File: src/rtl/iorr_pkg.sv
// Package with the sizes, codes and state type of the in-order response release block.
`default_nettype none

package iorr_pkg;

	// Sizing of the block.
	localparam int CONNECTIONS = 4;
	localparam int WINDOW      = 16;
	localparam int MAX_RESULTS = 16;
	localparam int EFF_WIN     = (WINDOW < MAX_RESULTS) ? WINDOW : MAX_RESULTS;

	// Derived widths.
	localparam int SLOTS  = CONNECTIONS * WINDOW;
	localparam int SLOT_W = (SLOTS > 1) ? $clog2(SLOTS) : 1;
	localparam int CONN_W = (CONNECTIONS > 1) ? $clog2(CONNECTIONS) : 1;
	localparam int HEAD_W = $clog2(WINDOW);
	localparam int SUM_W  = HEAD_W + 1;
	localparam int CNT_W  = $clog2(MAX_RESULTS + 1);

	// Field widths of the beats.
	localparam int ID_W     = 2;
	localparam int INDEX_W  = 16;
	localparam int HANDLE_W = 32;

	// Result status codes.
	typedef enum logic [1:0] {
		ST_SENT      = 2'd0,
		ST_HELD      = 2'd1,
		ST_DROP_CONN = 2'd2,
		ST_DROP_WIN  = 2'd3
	} status_t;

	// Sequencer states.
	typedef enum logic [1:0] {
		S_IDLE,
		S_EVAL,
		S_DRAIN
	} state_t;

endpackage

`default_nettype wire

File: src/rtl/in_order_response_release_top.sv
// Top level of the in-order response release block: a per-connection reorder buffer.
`default_nettype none

// Per-connection reorder buffer. Each input beat commits one response for a
// connection; a response whose sequence index is the one the connection
// expects next is sent at once, followed by every held response that follows
// on without a gap, up to sixteen results for one input beat. An early
// response that falls inside the window is held in a slot and reported as
// held; one for a closed connection, or one that is stale or too far ahead,
// is reported and discarded. Every input beat gives at least one result beat,
// and the final one carries tlast. Held handles live in a single synchronous
// memory with one read port and one write port; the slot-full bits, next
// expected indices and head pointers are flip-flops. An input beat is first
// registered, then evaluated, and its first result is emitted; each held
// response that is drained from the memory needs its own memory read.
// A new input beat is taken while the last result beat still waits in the
// output register; evaluation waits while that register holds a beat that
// has not been taken.
module in_order_response_release_top
	import iorr_pkg::*;
(
	input  wire logic        clk,
	input  wire logic        arst_n,
	// Slave side: committed responses.
	input  wire logic        s_tvalid,
	output logic             s_tready,
	input  wire logic [47:0] s_tdata,   // [15:0] seq_index, [47:16] payload_handle
	input  wire logic [2:0]  s_tuser,   // [1:0] conn_id, [2] conn_valid
	// Master side: results.
	output logic             m_tvalid,
	input  wire logic        m_tready,
	output logic [47:0]      m_tdata,   // [15:0] out_index, [47:16] out_handle
	output logic [3:0]       m_tuser,   // [1:0] out_conn, [3:2] status
	output logic             m_tlast    // last result of the input beat
);

	state_t state_q, state_nx;

	// Registered input beat; it stays put until the beat is finished.
	logic [ID_W-1:0]     conn_s1;
	logic [INDEX_W-1:0]  seq_s1;
	logic [HANDLE_W-1:0] handle_s1;
	logic                valid_s1;

	// Per-connection state.
	logic [INDEX_W-1:0] next_q [CONNECTIONS];
	logic [HEAD_W-1:0]  head_q [CONNECTIONS];
	logic [SLOTS-1:0]   full_q;

	// Handle memory and its registered read data.
	logic [HANDLE_W-1:0] mem [SLOTS];
	logic [HANDLE_W-1:0] rdata_s2;

	// Results sent so far for the current input beat.
	logic [CNT_W-1:0] cnt_q;

	// Output register.
	logic                m_valid_q;
	logic [ID_W-1:0]     o_conn_q;
	logic [INDEX_W-1:0]  o_index_q;
	logic [HANDLE_W-1:0] o_handle_q;
	status_t             o_status_q;
	logic                o_last_q;

	// Evaluation of the held beat against its connection.
	logic [CONN_W-1:0]  conn_idx;
	logic               conn_ok;
	logic [INDEX_W-1:0] nexp;
	logic [INDEX_W-1:0] delta;
	logic               in_win;
	logic [HEAD_W-1:0]  hd;
	logic [HEAD_W-1:0]  hd_inc;
	logic [SUM_W-1:0]   sum;
	logic [HEAD_W-1:0]  slot_pos;
	logic [SLOT_W-1:0]  base;
	logic [SLOT_W-1:0]  addr_cur;
	logic [SLOT_W-1:0]  addr_inc;
	logic [SLOT_W-1:0]  addr_hold;

	// Control decided in the output block.
	logic                can_emit;
	logic                emit;
	logic                more;
	logic                advance;
	logic                cnt_load;
	logic                mem_we;
	logic                mem_re;
	logic                full_clr;
	logic [INDEX_W-1:0]  e_index;
	logic [HANDLE_W-1:0] e_handle;
	status_t             e_status;

	assign conn_idx = CONN_W'(conn_s1);
	assign conn_ok  = valid_s1 && (32'(conn_s1) < 32'(CONNECTIONS));
	assign nexp     = next_q[conn_idx];
	assign delta    = seq_s1 - nexp;
	assign in_win   = delta < INDEX_W'(EFF_WIN);
	assign hd       = head_q[conn_idx];
	assign hd_inc   = (hd == HEAD_W'(WINDOW - 1)) ? '0 : hd + 1'b1;

	// The distance is below the window here, so one subtraction wraps the slot.
	assign sum      = {1'b0, hd} + SUM_W'(delta);
	assign slot_pos = (sum >= SUM_W'(WINDOW)) ? HEAD_W'(sum - SUM_W'(WINDOW))
	                                          : HEAD_W'(sum);

	assign base      = SLOT_W'(conn_idx) * SLOT_W'(WINDOW);
	assign addr_cur  = base + SLOT_W'(hd);
	assign addr_inc  = base + SLOT_W'(hd_inc);
	assign addr_hold = base + SLOT_W'(slot_pos);

	assign can_emit = !m_valid_q || m_tready;

	// Next state.
	always_comb begin
		state_nx = state_q;
		case (state_q)
			S_IDLE: begin
				if (s_tvalid) begin
					state_nx = S_EVAL;
				end
			end
			S_EVAL, S_DRAIN: begin
				if (emit) begin
					state_nx = more ? S_DRAIN : S_IDLE;
				end
			end
			default: begin
				state_nx = S_IDLE;
			end
		endcase
	end

	// Outputs and datapath control.
	always_comb begin
		s_tready = 1'b0;
		emit     = 1'b0;
		more     = 1'b0;
		advance  = 1'b0;
		cnt_load = 1'b0;
		mem_we   = 1'b0;
		mem_re   = 1'b0;
		full_clr = 1'b0;
		e_index  = seq_s1;
		e_handle = '0;
		e_status = ST_SENT;
		case (state_q)
			S_IDLE: begin
				s_tready = 1'b1;
			end
			S_EVAL: begin
				emit = can_emit;
				if (!conn_ok) begin
					e_status = ST_DROP_CONN;
				end else if (!in_win) begin
					e_status = ST_DROP_WIN;
				end else if (delta != '0) begin
					e_status = ST_HELD;
					mem_we   = can_emit;
				end else begin
					// In order: send it, and go on if the following slot is full.
					e_status = ST_SENT;
					e_handle = handle_s1;
					advance  = can_emit;
					cnt_load = can_emit;
					more     = full_q[addr_inc] && (MAX_RESULTS > 1);
					mem_re   = can_emit && more;
				end
			end
			S_DRAIN: begin
				emit     = can_emit;
				e_index  = nexp;
				e_handle = rdata_s2;
				e_status = ST_SENT;
				advance  = can_emit;
				full_clr = can_emit;
				more     = full_q[addr_inc] && (32'(cnt_q) + 1 < MAX_RESULTS);
				mem_re   = can_emit && more;
			end
			default: begin
			end
		endcase
	end

	// Control registers.
	always_ff @(posedge clk or negedge arst_n) begin
		if (!arst_n) begin
			state_q   <= S_IDLE;
			m_valid_q <= 1'b0;
			full_q    <= '0;
			cnt_q     <= '0;
			for (int i = 0; i < CONNECTIONS; i++) begin
				next_q[i] <= '0;
				head_q[i] <= '0;
			end
		end else begin
			state_q <= state_nx;
			if (emit) begin
				m_valid_q <= 1'b1;
			end else if (m_tready) begin
				m_valid_q <= 1'b0;
			end
			if (mem_we) begin
				full_q[addr_hold] <= 1'b1;
			end
			if (full_clr) begin
				full_q[addr_cur] <= 1'b0;
			end
			if (advance) begin
				next_q[conn_idx] <= nexp + 1'b1;
				head_q[conn_idx] <= hd_inc;
			end
			if (cnt_load) begin
				cnt_q <= CNT_W'(1);
			end else if (advance) begin
				cnt_q <= cnt_q + 1'b1;
			end
		end
	end

	// Input beat and result payload.
	always_ff @(posedge clk) begin
		if (s_tvalid && s_tready) begin
			conn_s1   <= s_tuser[1:0];
			valid_s1  <= s_tuser[2];
			seq_s1    <= s_tdata[15:0];
			handle_s1 <= s_tdata[47:16];
		end
		if (emit) begin
			o_conn_q   <= conn_s1;
			o_index_q  <= e_index;
			o_handle_q <= e_handle;
			o_status_q <= e_status;
			o_last_q   <= !more;
		end
	end

	// Handle memory: one write port, one registered read port.
	always_ff @(posedge clk) begin
		if (mem_we) begin
			mem[addr_hold] <= handle_s1;
		end
		if (mem_re) begin
			rdata_s2 <= mem[addr_inc];
		end
	end

	assign m_tvalid = m_valid_q;
	assign m_tdata  = {o_handle_q, o_index_q};
	assign m_tuser  = {o_status_q, o_conn_q};
	assign m_tlast  = o_last_q;

endmodule

`default_nettype wire
File: config.mk
export PLATFORM = sky130hd
export DESIGN_NAME = in_order_response_release_top
export DESIGN_NICKNAME = d
export VERILOG_FILES = /design/src/rtl/iorr_pkg.sv /design/src/rtl/in_order_response_release_top.sv
export SDC_FILE = /design/constraint.sdc
export NUM_CORES = 2
export LEC_CHECK = 0
export BUFFER_PORTS_ARGS = -buffer_cell sky130_fd_sc_hd__buf_4
export CAP_MARGIN = 20
export CORE_UTILIZATION = 35
export DETAILED_ROUTE_END_ITERATION = 8
export PLACE_DENSITY = 0.57
export REMOVE_ABC_BUFFERS = 1
export SKIP_CTS_REPAIR_TIMING = 1
export SYNTH_ARGS = -nofsm -noshare
export SYNTH_HDL_FRONTEND = slang
export SYNTH_SLANG_ARGS = --single-unit
File: constraint.sdc
create_clock -name clk -period 13.35 [get_ports clk]
set_clock_uncertainty 0.1 [all_clocks]
set_input_delay 2.67 -clock clk [delete_from_list [all_inputs] [get_ports clk]]
set_output_delay 2.67 -clock clk [all_outputs]
set_load 0.005 [all_outputs]
Word level (Yosys, flattened, before mapping) --
Memory sizes are Yosys's and may differ from the RTL's. A register that Yosys moved wholly into a read port is not among the register bits. Index checks and enable logic that the tools add are counted.
Storage, ports and cells: bits in writable memories 2048, memories 1, register bits after elaboration 256, bits of input ports 55
Memory list:
- mem | words 64, bits a word 32, rd ports 1, clocked after Yosys merged registers in 1, wr ports 1, RTL line in_order_response_release_top.sv:51 | logic [HANDLE_W-1:0] mem [SLOTS];
Operators by class: equality and inequality tests 5, magnitude comparators 10, multiplexer cells 60, bitwise operators 4, reductions and logical operators 17, add/subtract/negate cells 10
Operators with widths (count):
- 64-bit 2-to-1 mux | 2
- 32-bit 2-to-1 mux | 3
- 64-bit AND | 1
- 64-bit bitwise mux | 1
- 16-bit 2-to-1 mux | 4
- 64-bit NOT | 1
- 64-bit OR | 1
- 32-bit case mux with 2 select lines | 1
- 16-bit binary-select mux with 2-bit select | 1
- 16-bit demux with 2-bit select | 1
- 1-bit 2-to-1 mux | 25
- 6-bit by 7-bit < comparator with 1-bit output (second input constant) | 3
- 4-bit 2-to-1 mux | 5
- 6-bit by 4-bit adder with 6-bit output | 3
- 16-bit by 1-bit adder with 16-bit output (second input constant) | 1
- 16-bit bitwise mux | 1
- 16-bit by 5-bit < comparator with 1-bit output (second input constant) | 1
- 16-bit nonzero test | 1
- 16-bit subtractor | 1
- 1-bit demux with 6-bit select | 2
- 6-bit by 1-bit greater-or-equal comparator with 1-bit output (second input constant) | 2
- 2-bit 2-to-1 mux | 5
- 5-bit 2-to-1 mux | 2
- 4-bit binary-select mux with 2-bit select | 1
- 26 further kinds | 37

Logic depth before layout (Yosys ltp) --
depth in word-level cells 17, mapped depth 21, gate-level depth less buffers 15

Worst setup path after synthesis --
OpenSTA, ideal clock, no wires.
path type reg-to-reg, from register conn_s1[0] (netlist: conn_idx[0]), to memory mem[55][0] (enable), setup slack 4.944 ns, data arrival time 7.800 ns, stages on the path, launching flop included 18, period minus slack after synthesis 8.406 ns, required time 12.744 ns, path through edfxtp_1 -> buf_2 -> buf_2 -> buf_2 -> buf_1 -> mux4_2 -> inv_1 -> ha_1 -> and3_1 -> and3b_1 -> o211a_1 -> or4_1 -> a222oi_1 -> nand3_1 -> or3_1 -> clkbuf_1 -> buf_2 -> nor4_1
On the way: longest elaborated chain between the ends 12, elaborated cells on any way between the ends 21, those cells by class 4 x add/sub; 2 x order compare; 13 x mux; 1 x bitwise; 1 x reduce/logical
RTL lines:
- start, declared | RTL line in_order_response_release_top.sv:40 | logic [ID_W-1:0] conn_s1;
- start signal, assigned | RTL line in_order_response_release_top.sv:223 | conn_s1 <= s_tuser[1:0];
- branches (longest 12 deep; another with 16-bit subtractor)
- end, declared | RTL line in_order_response_release_top.sv:51
Parallel ways; which one is timed is not known. The select of a mux whose other input is x is not followed.

Final worst setup path --
from register conn_s1[0] (netlist: conn_idx[0]), to register rdata_s2[4] (read register of mem), data pin
On the way: longest elaborated chain between the ends 14, elaborated cells on any way between the ends 23, those cells by class 3 x add/sub; 1 x order compare; 1 x eq/ne; 13 x mux; 1 x bitwise; 4 x reduce/logical
RTL lines:
- 2-bit NOT with 3-bit output (implied by the code) (*) | RTL line in_order_response_release_top.sv:98 | assign hd = head_q[conn_idx];
- 4-bit binary-select mux with 2-bit select (*) | RTL line in_order_response_release_top.sv:98
- 4-bit 2-to-1 mux (implied by the code) (*) (2 in a row) | RTL line in_order_response_release_top.sv:98
- 4-bit by 1-bit adder with 4-bit output or 4-bit equality test (tied branches) | RTL line in_order_response_release_top.sv:99 | assign hd_inc = (hd == HEAD_W'(WINDOW - 1)) ? '0 : hd + 1'b1;
- 4-bit 2-to-1 mux (*) | RTL line in_order_response_release_top.sv:99
- 6-bit by 4-bit adder with 6-bit output (*) | RTL line in_order_response_release_top.sv:108 | assign addr_inc = base + SLOT_W'(hd_inc);
- named net addr_inc[1] | RTL line in_order_response_release_top.sv:77 | logic [SLOT_W-1:0] addr_inc;
- 1-bit binary-select mux with 6-bit select | RTL line in_order_response_release_top.sv:165, in_order_response_release_top.sv:176
- 1-bit 2-to-1 mux (implied by the code) | RTL line in_order_response_release_top.sv:165, in_order_response_release_top.sv:176
- 1-bit logical AND | RTL line in_order_response_release_top.sv:166 | mem_re = can_emit && more;
- 1-bit 2-to-1 mux | RTL line in_order_response_release_top.sv:156 | end else if (delta != '0) begin
- 1-bit 2-to-1 mux | RTL line in_order_response_release_top.sv:154 | end else if (!in_win) begin
- 1-bit 2-to-1 mux | RTL line in_order_response_release_top.sv:152 | if (!conn_ok) begin
- 1-bit case mux with 2 select lines | RTL line in_order_response_release_top.sv:146 | case (state_q)
- end, declared | RTL line in_order_response_release_top.sv:52 | logic [HANDLE_W-1:0] rdata_s2;
Mark *: on every way through the listed nets, which the timed path passes. The rest lies on a longest branch. The select of a mux whose other input is x is not followed. A chain may end at the register's enable or synchronous reset.

==> results.py <==
metrics = {
    "critical_path": {
        "reg2reg_slack_ps": 6320,
        "startpoint_type": "flip-flop",
        "cp.required_ps": 13850,
        "cp_max_fo": 132,
        "cp-end-kind": "flip-flop",
        "critPathKind": "reg -> reg",
        "worstPathArrival_ps": 7530,
    },
    "grt": {
        "grt_max_degree": 133,
        "track_usage_pct": 19.4,
        "grt_pass1_vias": 45633,
        "antenna_found_initial": 30,
        "gr-total-overflow": 0,
        "grt_pass1_wl_um": 359000,
    },
    "pwr": {
        "seq_power_share_pct": 52.2,
        "pwr-share-clk_pct": 40.3,
        "power_frac_comb_pct": 7.6,
        "cellLeakagePower_nw": 33.2,
        "p_per_area_nw_per_um2": 153,
        "vdd_drop_max_v": 0.000129,
        "power_mw": 16.1,
        "p_int_mw": 12.4,
        "swShare_pct": 23.2,
        "power_switching_mw": 3.73,
    },
    "synthesis": {
        "syn_area_per_cell_um2": 21.9,
        "synth_area_leaders": "edfxtp_1 (72%), mux4_2 (13%), dfrtp_1 (4.2%), mux2i_1 (2.9%), mux2_2 (1.2%)",
        "synthCells": 4173,
        "ys_ff_latch": 2336,
        "yosys.area.top_type": "edfxtp_1",
        "yosysMostFrequentCell": "edfxtp_1",
        "synth-edff-count": 2184,
        "yosys_warnings": 0,
        "ys_top_cells_by_count": "edfxtp_1 (2184), mux4_2 (543), mux2i_1 (266), dfrtp_1 (152), o22ai_1 (131)",
        "async_reset_ff_share_pct": 6.51,
        "ys.flop_type": "edfxtp_1",
        "synth_area_um2": 91200,
        "ys_seq_area_share_pct": 76.1,
        "yosysTopAreaCellShare_pct": 71.9,
        "synth_cell_types": 63,
    },
    "outcome": {
        "status": "finished, final reports clean",
    },
    "cells_and_area": {
        "layoutNonFillerInstCount": 8057,
        "drive_gt1_share_pct": 28.9,
        "fin_util_pct": 40.4,
        "regArea_um2": 69400,
        "nets": 4533,
        "fillers": 22664,
        "multi_input_area_um2": 21300,
        "area_growth_pct": 14.9,
    },
    "place": {
        "dp_hpwl_um": 142000,
        "gp_congestion": 0.809,
        "dpl.cell_count": 7613,
        "io_buffers": 109,
    },
    "worst_hold_path": {
        "hold_class": "reg -> reg",
    },
    "die": {
        "die_w_um": 512,
        "ioPinCount": 110,
        "core_area_um2": 259000,
        "die_area_um2": 263000,
        "die_height_um": 512,
        "placementRows": 187,
        "start_util_pct": 35.2,
    },
    "routing": {
        "drtAntennaViolNets": 0,
        "wl_per_cell_um": 31.9,
        "drt_pass1_iterations": 5,
        "avgViaCountPerCell": 5.64,
        "drc": 0,
        "drtIter0Drc": 5485,
        "wl_um": 257000,
        "vias": 45444,
    },
    "timing": {
        "holdWs_ps": 384,
        "setup_viol": 0,
        "rsz0062_at_grt": "no",
        "fmax_ghz": 0.142,
        "worst_pin_slew_ps": 1340,
        "period_needed_ps": 7030,
        "post-route-period-util_pct": 52.7,
        "relSlewSlack_pct": 11.0,
        "maxSlewViolCount": 0,
        "hold_violations": 0,
        "tns_ps": 0,
    },
    "clock_tree": {
        "clk_pin_slew_ps": 60,
        "numCtsBuffers": 234,
        "cts_tree": "built",
        "cts_max_level": 4,
        "cts_num_sinks": 2336,
        "clockBufferDepth": 3,
        "clk_latency_ps": 880,
        "clockRootBuffer": "clkbuf_16",
    },
    "job": {
        "drv_cap": 0,
    },
}
-- critical path: stages, from the launching register on --
cell and delay, ps:
edfxtp_1 320, buf_4 480, mux4_2 760, ha_4 990
buf_4 720, buf_12 590, buf_4 770, mux4_2 450
mux2i_1 230, o22ai_1 350, or4_1 610
-- flip-flops by register name, indices dropped and copies added, names as in the netlist --
register / cells
full_q: 64
rdata_s2: 32
conn_idx: 2
o_status_q: 2
next_q: 64
cnt_q: 5
m_tvalid: 1
handle_s1: 32
state_q: 2
mem: 2048
seq_s1: 16
o_handle_q: 32
o_index_q: 16
o_conn_q: 2
head_q: 16
conn_ok: 1
m_tlast: 1
-- kinds of logic after synthesis --
group | synth area share, %
AND/OR/NAND/NOR | 2.09
buffers and inverters | 1.23
XOR/XNOR | 0.240
AO/OA/AOI/OAI | 2.42
flip-flops | 76.1
multiplexers | 17.5
adder cells (fa/ha/maj) | 0.414
-- layout make-up --
class / count / share of cell area [%]
inverter: 32 / 0.115
clock buffer: 297 / 5.93
sequential: 2336 / 66.2
tap: 3402 / 4.06
multi-input combinational: 1568 / 20.3
timing repair buffer: 277 / 2.06
antenna: 6 / 0.0143
clock inverter: 139 / 1.25
-- final timing paths --
| kind | from | endpoint | cells past startpoint |
|---|---|---|---|
| min in group asynchronous | arst_n | next_q[60] | 1 |
| worst min-delay path | full_q[23] | full_q[23] | 1 |
| worst max register to register | conn_idx[0] | rdata_s2[4] | 10 |
| worst min register to register | full_q[23] | full_q[23] | 1 |
| worst max-delay path | conn_idx[0] | rdata_s2[4] | 10 |
| max in group asynchronous | arst_n | full_q[49] | 2 |
-- through the flow --
stage	worst slack, ps	cell area [um2]
floorplan	-41500	90200
CTS	6250	105000
detailed placement	6200	97200
global route	5930	105000
finish	6320	105000
global placement	6220	97200
-- power by group through the flow --
| stage | Sequential, mW | Clock [mW] | Combinational [mW] |
|---|---|---|---|
| finish | 8.39 | 6.48 | 1.22 |
| global route | 8.39 | 6.82 | 1.29 |
| CTS | 8.39 | 6.57 | 1.22 |
| detailed placement | 8.54 | 0 | 1.22 |
| global placement | 8.54 | 0 | 1.19 |
| floorplan | 8.68 | 0 | 0.786 |
-- layer usage --
metal	wire length, um	vias to the layer above	global-route usage, %	part of all wire [%]
met2	123000	1911	31.3	48
met3	19000	358	3.43	7.4
met5	57	-	0	0.022
li1	-	18243	-	-
met1	107000	24924	26.8	42
met4	7740	8	6.05	3.0
-- layout by cell type (no fill, tap or decap), types with 7 or more instances in the layout --
cell | Yosys | routed
nor3_1 | 11 | 11
mux2i_1 | 266 | 266
clkinv_2 | 0 | 49
o21ai_0 | 15 | 15
clkbuf_1 | 127 | 53
mux2_2 | 97 | 97
nand3_1 | 14 | 14
nor4_2 | 31 | 34
mux4_2 | 543 | 543
nor2b_1 | 41 | 41
clkbuf_8 | 0 | 8
o22a_1 | 64 | 64
buf_4 | 1 | 270
dfrtp_1 | 152 | 152
or4_1 | 37 | 37
nand2b_1 | 13 | 7
a22oi_1 | 33 | 33
ha_1 | 27 | 24
inv_1 | 32 | 32
nor4_4 | 0 | 31
clkbuf_16 | 0 | 236
xnor2_1 | 20 | 20
o22ai_1 | 131 | 131
edfxtp_1 | 2184 | 2184
nand2_1 | 50 | 45
o211a_1 | 7 | 7
clkinv_1 | 0 | 47
nor2_1 | 24 | 23
and3_1 | 7 | 7
a21oi_1 | 18 | 17
bufinv_16 | 0 | 20
(Power assumes the default switching activity.)
